<file path="config.mk">
export PLATFORM = sky130hd
export DESIGN_NAME = jog_command_arbiter_step_limiter
export DESIGN_NICKNAME = d
export VERILOG_FILES = /design/src/hw/rtl/jcasl_pkg.sv /design/src/hw/rtl/jog_command_arbiter_step_limiter.sv
export SDC_FILE = /design/constraint.sdc
export NUM_CORES = 2
export LEC_CHECK = 0
export ABC_CLOCK_PERIOD_IN_PS = 10600
export BUFFER_PORTS_ARGS = -buffer_cell sky130_fd_sc_hd__clkbuf_2
export CORE_MARGIN = 10
export CORE_UTILIZATION = 30
export CTS_CLUSTER_DIAMETER = 50
export DETAILED_ROUTE_END_ITERATION = 7
export HOLD_SLACK_MARGIN = 0.08
export PLACE_DENSITY = 0.48
export SYNTH_ARGS = -nofsm -noshare
export SYNTH_HDL_FRONTEND = slang
export SYNTH_SLANG_ARGS = --single-unit
</file>
<file path="constraint.sdc">
create_clock -name i_clk -period 10.6 [get_ports i_clk]
set_input_delay 2.12 -clock i_clk [delete_from_list [all_inputs] [get_ports i_clk]]
set_output_delay 2.12 -clock i_clk [all_outputs]
set_load 0.02 [all_outputs]
</file>
<file path="src/hw/rtl/jcasl_pkg.sv">
// Package: shared types and codes for the jog command arbiter.
package jcasl_pkg;

    localparam int COORD_W  = 24;
    localparam int HANDLE_W = 8;
    localparam int REG_W    = 20;
    localparam int ACC_W    = 21;
    localparam int SQ_W     = 44;
    localparam int ROOT_W   = 22;
    localparam int PROD_W   = ACC_W + REG_W;

    typedef enum logic [2:0] {
        MODE_JOG      = 3'd0,
        MODE_POSITION = 3'd1,
        MODE_POSE     = 3'd2,
        MODE_NAMED    = 3'd3,
        MODE_CLEAR    = 3'd4,
        MODE_FETCH    = 3'd5,
        MODE_RSVD6    = 3'd6,
        MODE_RSVD7    = 3'd7
    } t_mode;

    typedef enum logic [2:0] {
        KIND_NONE     = 3'd0,
        KIND_JOG      = 3'd1,
        KIND_POSITION = 3'd2,
        KIND_POSE     = 3'd3,
        KIND_NAMED    = 3'd4
    } t_kind;

    localparam logic REG_STEP_LIM    = 1'b0;
    localparam logic REG_MAX_PENDING = 1'b1;

    typedef enum logic [2:0] {
        ST_IDLE,
        ST_SQUARE,
        ST_ROOT,
        ST_MUL,
        ST_DIV,
        ST_OUT
    } t_state;

    typedef struct packed {
        logic [2:0]                 mode;
        logic signed [COORD_W-1:0]  in_x;
        logic signed [COORD_W-1:0]  in_y;
        logic signed [COORD_W-1:0]  in_z;
        logic [HANDLE_W-1:0]        target_handle;
    } t_in_word;

    typedef struct packed {
        logic [2:0]                 cmd_kind;
        logic signed [COORD_W-1:0]  out_x;
        logic signed [COORD_W-1:0]  out_y;
        logic signed [COORD_W-1:0]  out_z;
        logic [HANDLE_W-1:0]        out_handle;
        logic                       still_pending;
    } t_out_word;

endpackage

</file>
<file path="src/hw/rtl/jog_command_arbiter_step_limiter.sv">
// Jog command arbiter with step limiter: top level.
// A jog, target, clear, unused-mode or non-jog fetch word has its result valid in the cycle
// after acceptance. A fetch of a jog step computes its result by three squarings on the
// shared 21x21 multiplier, 22 square-root iterations and one compare when the step fits the
// step limit; when it must be cut, three multiplies and three 41-step restoring divisions
// are added, one quotient bit per cycle. Input ready is low from acceptance until the result
// word is taken.
// Configuration: index 0 longest jog step, index 1 per-axis jog clamp, both in micrometers.
module jog_command_arbiter_step_limiter (
    input  logic                  i_clk,
    input  logic                  i_rst_n,
    input  logic                  i_valid,
    output logic                  o_ready,
    input  jcasl_pkg::t_in_word   i_data,
    output logic                  o_valid,
    input  logic                  i_ready,
    output jcasl_pkg::t_out_word  o_data,
    input  logic                  i_cfg_we,
    input  logic [0:0]            i_cfg_index,
    input  logic [19:0]           i_cfg_data
);
    import jcasl_pkg::*;

    t_state r_state, n_state;
    logic [REG_W-1:0] r_step_lim, r_max_pend;
    logic signed [ACC_W-1:0] r_acc [3];
    logic signed [COORD_W-1:0] r_pos [3];
    logic [HANDLE_W-1:0] r_pose_h, r_named_h;
    logic [2:0] r_flags;
    t_out_word r_out;
    logic r_ovalid;

    logic [1:0] r_ax;
    logic [SQ_W-1:0] r_sq, r_rem;
    logic [ROOT_W-1:0] r_root;
    logic [5:0] r_cnt;
    logic [PROD_W-1:0] r_prod, r_quo;
    logic [PROD_W:0] r_drem;
    logic r_neg;
    logic signed [COORD_W-1:0] r_step [3];

    logic accept, acc_nz;
    logic signed [ACC_W-1:0] cur_a;
    logic [ACC_W-1:0] abs_a;
    logic [2*ACC_W-1:0] mul_out;
    logic [SQ_W-1:0] trial;
    logic [PROD_W:0] dshift;
    logic [PROD_W:0] dsub;
    logic signed [COORD_W:0] sum [3];
    logic signed [COORD_W:0] lim;
    t_out_word idle_out;

    assign accept = i_valid && o_ready;
    assign o_ready = (r_state == ST_IDLE) && !r_ovalid;
    assign o_valid = r_ovalid;
    assign o_data = r_out;
    assign acc_nz = (r_acc[0] != '0) || (r_acc[1] != '0) || (r_acc[2] != '0);
    assign cur_a = r_acc[r_ax];
    assign abs_a = cur_a[ACC_W-1] ? ACC_W'(-cur_a) : ACC_W'(cur_a);

    // shared multiplier
    always_comb begin
        if (r_state == ST_SQUARE) begin
            mul_out = abs_a * abs_a;
        end else begin
            mul_out = abs_a * {{(ACC_W-REG_W){1'b0}}, r_step_lim};
        end
    end

    assign trial = SQ_W'({r_root, 2'b01}) << (2 * r_cnt);
    assign dshift = {r_drem[PROD_W-1:0], r_prod[PROD_W-1]};
    assign dsub = dshift - {{(PROD_W+1-ROOT_W){1'b0}}, r_root};
    assign lim = (COORD_W+1)'(r_max_pend);

    always_comb begin
        sum[0] = (COORD_W+1)'(r_acc[0]) + (COORD_W+1)'(i_data.in_x);
        sum[1] = (COORD_W+1)'(r_acc[1]) + (COORD_W+1)'(i_data.in_y);
        sum[2] = (COORD_W+1)'(r_acc[2]) + (COORD_W+1)'(i_data.in_z);
    end

    always_comb begin
        idle_out = '0;
        case (t_mode'(i_data.mode)) inside
            MODE_JOG: begin
                idle_out.still_pending =
                    (sum[0] != 0 && lim != 0) || (sum[1] != 0 && lim != 0)
                    || (sum[2] != 0 && lim != 0);
            end
            MODE_POSITION, MODE_POSE, MODE_NAMED: idle_out.still_pending = 1'b1;
            MODE_CLEAR: ;
            MODE_FETCH: begin
                if (r_flags[2]) begin
                    idle_out.cmd_kind = KIND_NAMED;
                    idle_out.out_handle = r_named_h;
                    idle_out.still_pending = r_flags[1] || r_flags[0] || acc_nz;
                end else if (r_flags[1]) begin
                    idle_out.cmd_kind = KIND_POSE;
                    idle_out.out_handle = r_pose_h;
                    idle_out.still_pending = r_flags[0] || acc_nz;
                end else if (r_flags[0]) begin
                    idle_out.cmd_kind = KIND_POSITION;
                    idle_out.out_x = r_pos[0];
                    idle_out.out_y = r_pos[1];
                    idle_out.out_z = r_pos[2];
                    idle_out.still_pending = acc_nz;
                end
            end
            default: idle_out.still_pending = (r_flags != 0) || acc_nz;
        endcase
    end

    always_comb begin
        n_state = r_state;
        unique case (r_state)
            ST_IDLE: begin
                if (accept && t_mode'(i_data.mode) == MODE_FETCH && r_flags == 3'b000
                    && acc_nz) begin
                    n_state = ST_SQUARE;
                end
            end
            ST_SQUARE: if (r_ax == 2'd2) n_state = ST_ROOT;
            ST_ROOT: begin
                if (r_cnt == 6'd0) n_state = ST_MUL;
            end
            ST_MUL: begin
                if (r_root <= ROOT_W'(r_step_lim)) n_state = ST_OUT;
                else n_state = ST_DIV;
            end
            ST_DIV: begin
                if (r_cnt == 6'd0) n_state = (r_ax == 2'd2) ? ST_OUT : ST_MUL;
            end
            ST_OUT: n_state = ST_IDLE;
            default: n_state = ST_IDLE;
        endcase
    end

    always_ff @(posedge i_clk) begin
        if (!i_rst_n) begin
            r_state    <= ST_IDLE;
            r_step_lim <= REG_W'(5000);
            r_max_pend <= REG_W'(30000);
            r_flags    <= '0;
            r_ovalid   <= 1'b0;
            r_pose_h   <= '0;
            r_named_h  <= '0;
            for (int i = 0; i < 3; i++) begin
                r_acc[i] <= '0;
                r_pos[i] <= '0;
            end
        end else begin
            r_state <= n_state;
            if (i_cfg_we) begin
                if (i_cfg_index == REG_STEP_LIM) r_step_lim <= i_cfg_data;
                else r_max_pend <= i_cfg_data;
            end
            if (r_ovalid && i_ready) r_ovalid <= 1'b0;
            unique case (r_state)
                ST_IDLE: begin
                    if (accept) begin
                        r_out <= idle_out;
                        r_ax  <= 2'd0;
                        r_sq  <= '0;
                        case (t_mode'(i_data.mode))
                            MODE_JOG: begin
                                r_flags <= '0;
                                for (int i = 0; i < 3; i++) begin
                                    if (sum[i] > lim) r_acc[i] <= ACC_W'(lim);
                                    else if (sum[i] < -lim) r_acc[i] <= ACC_W'(-lim);
                                    else r_acc[i] <= ACC_W'(sum[i]);
                                end
                                r_ovalid <= 1'b1;
                            end
                            MODE_POSITION: begin
                                for (int i = 0; i < 3; i++) r_acc[i] <= '0;
                                r_pos[0] <= i_data.in_x;
                                r_pos[1] <= i_data.in_y;
                                r_pos[2] <= i_data.in_z;
                                r_flags <= 3'b001;
                                r_ovalid <= 1'b1;
                            end
                            MODE_POSE: begin
                                for (int i = 0; i < 3; i++) r_acc[i] <= '0;
                                r_pose_h <= i_data.target_handle;
                                r_flags <= 3'b010;
                                r_ovalid <= 1'b1;
                            end
                            MODE_NAMED: begin
                                for (int i = 0; i < 3; i++) r_acc[i] <= '0;
                                r_named_h <= i_data.target_handle;
                                r_flags <= 3'b100;
                                r_ovalid <= 1'b1;
                            end
                            MODE_CLEAR: begin
                                for (int i = 0; i < 3; i++) r_acc[i] <= '0;
                                r_flags <= '0;
                                r_ovalid <= 1'b1;
                            end
                            MODE_FETCH: begin
                                if (r_flags[2]) begin
                                    r_flags[2] <= 1'b0;
                                    r_ovalid <= 1'b1;
                                end else if (r_flags[1]) begin
                                    r_flags[1] <= 1'b0;
                                    r_ovalid <= 1'b1;
                                end else if (r_flags[0]) begin
                                    r_flags[0] <= 1'b0;
                                    r_ovalid <= 1'b1;
                                end else if (!acc_nz) begin
                                    r_ovalid <= 1'b1;
                                end
                            end
                            default: begin
                                r_ovalid <= 1'b1;
                            end
                        endcase
                    end
                end
                ST_SQUARE: begin
                    r_sq <= r_sq + SQ_W'(mul_out);
                    if (r_ax == 2'd2) begin
                        r_rem  <= r_sq + SQ_W'(mul_out);
                        r_root <= '0;
                        r_cnt  <= 6'(ROOT_W - 1);
                        r_ax   <= 2'd0;
                    end else begin
                        r_ax <= r_ax + 2'd1;
                    end
                end
                ST_ROOT: begin
                    // one bit of the root per cycle
                    if (r_rem >= trial) begin
                        r_rem  <= r_rem - trial;
                        r_root <= {r_root[ROOT_W-2:0], 1'b1};
                    end else begin
                        r_root <= {r_root[ROOT_W-2:0], 1'b0};
                    end
                    if (r_cnt != 6'd0) r_cnt <= r_cnt - 6'd1;
                end
                ST_MUL: begin
                    r_prod <= PROD_W'(mul_out);
                    r_neg  <= cur_a[ACC_W-1];
                    r_drem <= '0;
                    r_quo  <= '0;
                    r_cnt  <= 6'(PROD_W - 1);
                    if (r_root <= ROOT_W'(r_step_lim)) begin
                        for (int i = 0; i < 3; i++) r_step[i] <= COORD_W'(r_acc[i]);
                    end
                end
                ST_DIV: begin
                    r_prod <= {r_prod[PROD_W-2:0], 1'b0};
                    if (!dsub[PROD_W]) begin
                        r_drem <= dsub;
                        r_quo  <= {r_quo[PROD_W-2:0], 1'b1};
                    end else begin
                        r_drem <= dshift;
                        r_quo  <= {r_quo[PROD_W-2:0], 1'b0};
                    end
                    if (r_cnt != 6'd0) begin
                        r_cnt <= r_cnt - 6'd1;
                    end else begin
                        r_step[r_ax] <= r_neg
                            ? -COORD_W'({r_quo[PROD_W-2:0], !dsub[PROD_W]})
                            :  COORD_W'({r_quo[PROD_W-2:0], !dsub[PROD_W]});
                        r_ax <= (r_ax == 2'd2) ? 2'd0 : r_ax + 2'd1;
                    end
                end
                ST_OUT: begin
                    r_out <= '{cmd_kind: KIND_JOG, out_x: r_step[0], out_y: r_step[1],
                               out_z: r_step[2], out_handle: '0,
                               still_pending: (r_acc[0] != ACC_W'(r_step[0]))
                                   || (r_acc[1] != ACC_W'(r_step[1]))
                                   || (r_acc[2] != ACC_W'(r_step[2]))};
                    for (int i = 0; i < 3; i++) begin
                        r_acc[i] <= r_acc[i] - ACC_W'(r_step[i]);
                    end
                    r_ovalid <= 1'b1;
                end
                default: ;
            endcase
        end
    end

    assert property (@(posedge i_clk) disable iff (!i_rst_n)
        r_state != ST_IDLE |-> !o_ready)
        else $error("ready while busy");
    assert property (@(posedge i_clk) disable iff (!i_rst_n)
        r_ovalid |-> r_state == ST_IDLE)
        else $error("result while busy");
    assert property (@(posedge i_clk) disable iff (!i_rst_n)
        $onehot0(r_flags))
        else $error("more than one target pending");
    assert property (@(posedge i_clk) disable iff (!i_rst_n)
        o_valid && !i_ready |=> o_valid && $stable(o_data))
        else $error("result word dropped or changed while waiting");

endmodule
</file>
==> results by stage <==
Status:
- The run finished with clean final reports.

Worst setup path:
- The largest single stage delay on the critical path is 560 ps.
- On the critical path, the stage with the largest delay is an instance of fa_1.
- The worst setup path is launched from a register.
- Of all nets on the critical path, the largest fanout is 10.
- The kind of end point of the critical path is a register.
- The arrival time reported for the critical path endpoint is 11040 ps.
- The setup path with the least slack is of type reg2reg.
- The cell repeated most along the worst path is fa_1.
- The data required time at the worst endpoint is 11080 ps.

Timing:
- The normalized max-slew margin is 12.1%.
- The number of endpoints with negative hold slack in the final report was 0.
- Setup repair after global routing could not meet its margin everywhere.
- The max-slew violation count was 0.
- The final critical-path share of the clock period is 99.6%.
- Derived from the worst setup path, the maximum achievable clock frequency is 0.0947 GHz.
- The final clock skew is 64.8 ps.
- Setup violations remaining at the end of the flow were counted as 0.
- The worst path in the final design needs a cycle of 10560 ps, including I/O delays and setup.
- Summed over all failing endpoints, the final setup total negative slack is 0 ps.
- The measured slew at the worst slew-check pin is 1300 ps.

Synth:
- The average cell area after synthesis is 8.90 um^2.
- In the synthesized netlist the async set-or-reset flop fraction comes to 0%.
- Among all flip-flop cells after synthesis, the most frequent one is edfxtp_1.
- Counting distinct cell types in the post-synthesis netlist gives 90.
- In the synthesized netlist, the number of instances is 7760.
- After synthesis the cells add up to 69100 um^2.
- In this run, synthesis inferred 515 flip-flops with an integrated enable.
- The number of flip-flops and latches in the synthesized netlist is 580.
- Sequential cells were found to cover 24.3% of the synthesized design area.
- During synthesis, Yosys emitted a total of 0 warnings.

Place:
- Input and output buffers added on the ports amount to 194.
- The congestion estimate from routability-driven global placement came to 0.970.
- Summed over all nets, the half-perimeter wirelength after detailed placement is 229000 um.
- The placed instances occupy a cell area of 78900 um^2.

Hold path:
- The class of the worst hold path is reg2reg.

Clock tree:
- The clock drives 580 sinks.
- In this run the number of H-tree levels came out at 3.
- The clock-pin slew on the worst setup and hold paths is 60 ps.
- TritonCTS built the clock tree.
- Counting along the longest clock path gives a buffer depth of 3.
- The later pin in the worst-skew pair is clocked with a latency of 760 ps.
- The number of hold buffers added after cts is 0.
- The number of CTS-inserted buffers is 96.
- Clock tree synthesis selected as its root buffer the cell clkbuf_16.

Global routing:
- The initial antenna violation count was 22.
- Entering global routing, the biggest net connects 79 pins.
- The number of global-route vias before repair is 61.0k.
- The first global-routing pass estimated 411000 um of wire.
- Global routing consumed, over all layers together, 21.8% of the routing resources.
- The total global routing overflow is 0.

Drt:
- The average detailed-routed wire length per instance is 24.0 um.
- The remaining antenna violation count is 0.
- The first routing iteration left 4660 violations.
- The DRC violation count after routing is 0.
- The via count is 60.8k.
- For this block, the routed nets add up to 281000 um of wire.
- The detail-routed via count per cell is 5.20.
- The number of search-and-repair iterations in the first detailed-routing pass is 8.

Floorplan:
- The die covers 250000 um^2.
- From left edge to right edge, the die measures 500 um.
- Pin placement for this block handled 195 I/O pins.
- The die is 500 um tall.
- The number of standard-cell rows in the floorplan is 176.
- The effective utilization at floorplan is 30.1%.
- After floorplanning, the core was sized to cover 229000 um^2.

Layout:
- For this run, the post-layout net count is 10.1k.
- Relative to the synthesized area, the layout overhead comes to 23.0%.
- With fillers left out, the area of the finished cells amounts to 85000 um^2.
- The post-route netlist has 19.1% of its cells at a drive strength greater than 1.
- The share of the core filled with cells in the final layout is 37.0%.

Run:
- Across the run, the number of max-cap violations was 0.
-- path summary, 6_finish.rpt --
kind | startpoint | end | slack (ps) | depth (start not counted)
hold / removal | r_named_h[7] | r_named_h[7] | 450 | 2
setup reg to reg | register | r_rem[40] | 40 | 47
hold reg to reg | r_named_h[7] | r_named_h[7] | 450 | 2
setup / recovery | register | r_rem[40] | 40 | 47
-- layer usage --
| metal | wire length [um] | vias up | track usage (%) |
|---|---|---|---|
| met2 | 128000 | 2011 | 35.3 |
| met4 | 12600 | 8 | 8.21 |
| met1 | 122000 | 30300 | 29.1 |
| li1 | - | 28000 | - |
| met5 | 54 | - | 0 |
| met3 | 18600 | 459 | 3.62 |
-- layout make-up --
cell class | count | area [um^2]
clock buffer | 104 | 2430
tap | 3026 | 3790
timing repair buffer | 1035 | 7850
multi-input combinational | 5835 | 49300
clock inverter | 73 | 926
sequential | 580 | 16800
inverter | 1045 | 3950
antenna | 5 | 12.5
fill | 23400 | 144000
-- metrics by stage --
step	setup WS (ps)	hold slack, ps	cells
finish	44.1	451	11700
detailed placement	-886	444	11400
CTS	-51.9	451	11700
global placement	-844	438	11400
floorplan	103	432	7774
global route	-343	466	11700
-- synth_stat cells, types with 44 or more instances --
| library cell | instances | area [um^2] |
|---|---|---|
| inv_1 | 1030 | 3870 |
| nand2_1 | 945 | 3550 |
| nor2_1 | 706 | 2650 |
| ha_1 | 699 | 8750 |
| fa_1 | 658 | 13200 |
| edfxtp_1 | 515 | 15500 |
| a21oi_1 | 469 | 2350 |
| o21ai_0 | 416 | 2080 |
| clkbuf_1 | 278 | 1040 |
| xnor2_1 | 202 | 1770 |
| a21o_1 | 168 | 1260 |
| xor2_1 | 144 | 1260 |
| and2_1 | 113 | 707 |
| nand3_1 | 105 | 526 |
| mux2i_1 | 88 | 881 |
| nor3_1 | 84 | 420 |
| nand2b_1 | 66 | 413 |
| nand4_1 | 66 | 413 |
| dfxtp_1 | 65 | 1300 |
| and3_1 | 61 | 382 |
| mux2_2 | 58 | 653 |
| o21a_1 | 55 | 413 |
| nor4_1 | 52 | 325 |
| o22ai_1 | 49 | 307 |
| a211oi_1 | 45 | 338 |
| o211ai_1 | 44 | 330 |
-- layout by cell type (no fill, tap or decap), types with 181 or more instances in the layout --
| cell type | instances |
|---|---|
| buf_4 | 761 |
| o21ai_0 | 372 |
| inv_1 | 1003 |
| ha_1 | 668 |
| xnor2_1 | 181 |
| fa_1 | 641 |
| nand2_1 | 920 |
| a21oi_1 | 422 |
| clkbuf_2 | 194 |
| nor2_1 | 669 |
| edfxtp_1 | 515 |
-- cells by family after synthesis --
| group | share of synthesized area [%] |
|---|---|
| flops | 24.3 |
| buf+inv | 7.42 |
| compound gates | 14.6 |
| other cells | 0.0109 |
| simple gates | 15.2 |
| mux | 2.32 |
| xor+xnor | 4.41 |
| fa+ha+maj | 31.7 |
-- worst max-delay path: cells and delay by family (launching register included) --
kind,cells,cell delay (ps)
muxes,3,440
adders and majority gates,9,4010
AOI/OAI and AO/OA,15,2740
buffers and inverters,15,1810
xor gates and xnor gates,3,570
and+or+nand+nor,2,280
DFF,1,380
-- flip-flops by register name (all words and copies together) (netlist names), 23 cells and up, named ones only --
register / flops
r_step: 72
r_rem: 44
r_quo: 23
r_pos: 72
r_sq: 44
r_prod: 41
o_data: 84
r_drem: 41
r_acc: 63
-- what timing repair did --
item,4_1_cts,5_1_grt
buffers inserted,33,52
setup endpoints to repair,39,49
resized for setup,141,360
pin swaps,50,200
gates cloned,0,3
Power is left out: the tool's default activity adds up to more than one toggle a clock period on the data nets, which glitch-free logic cannot reach.
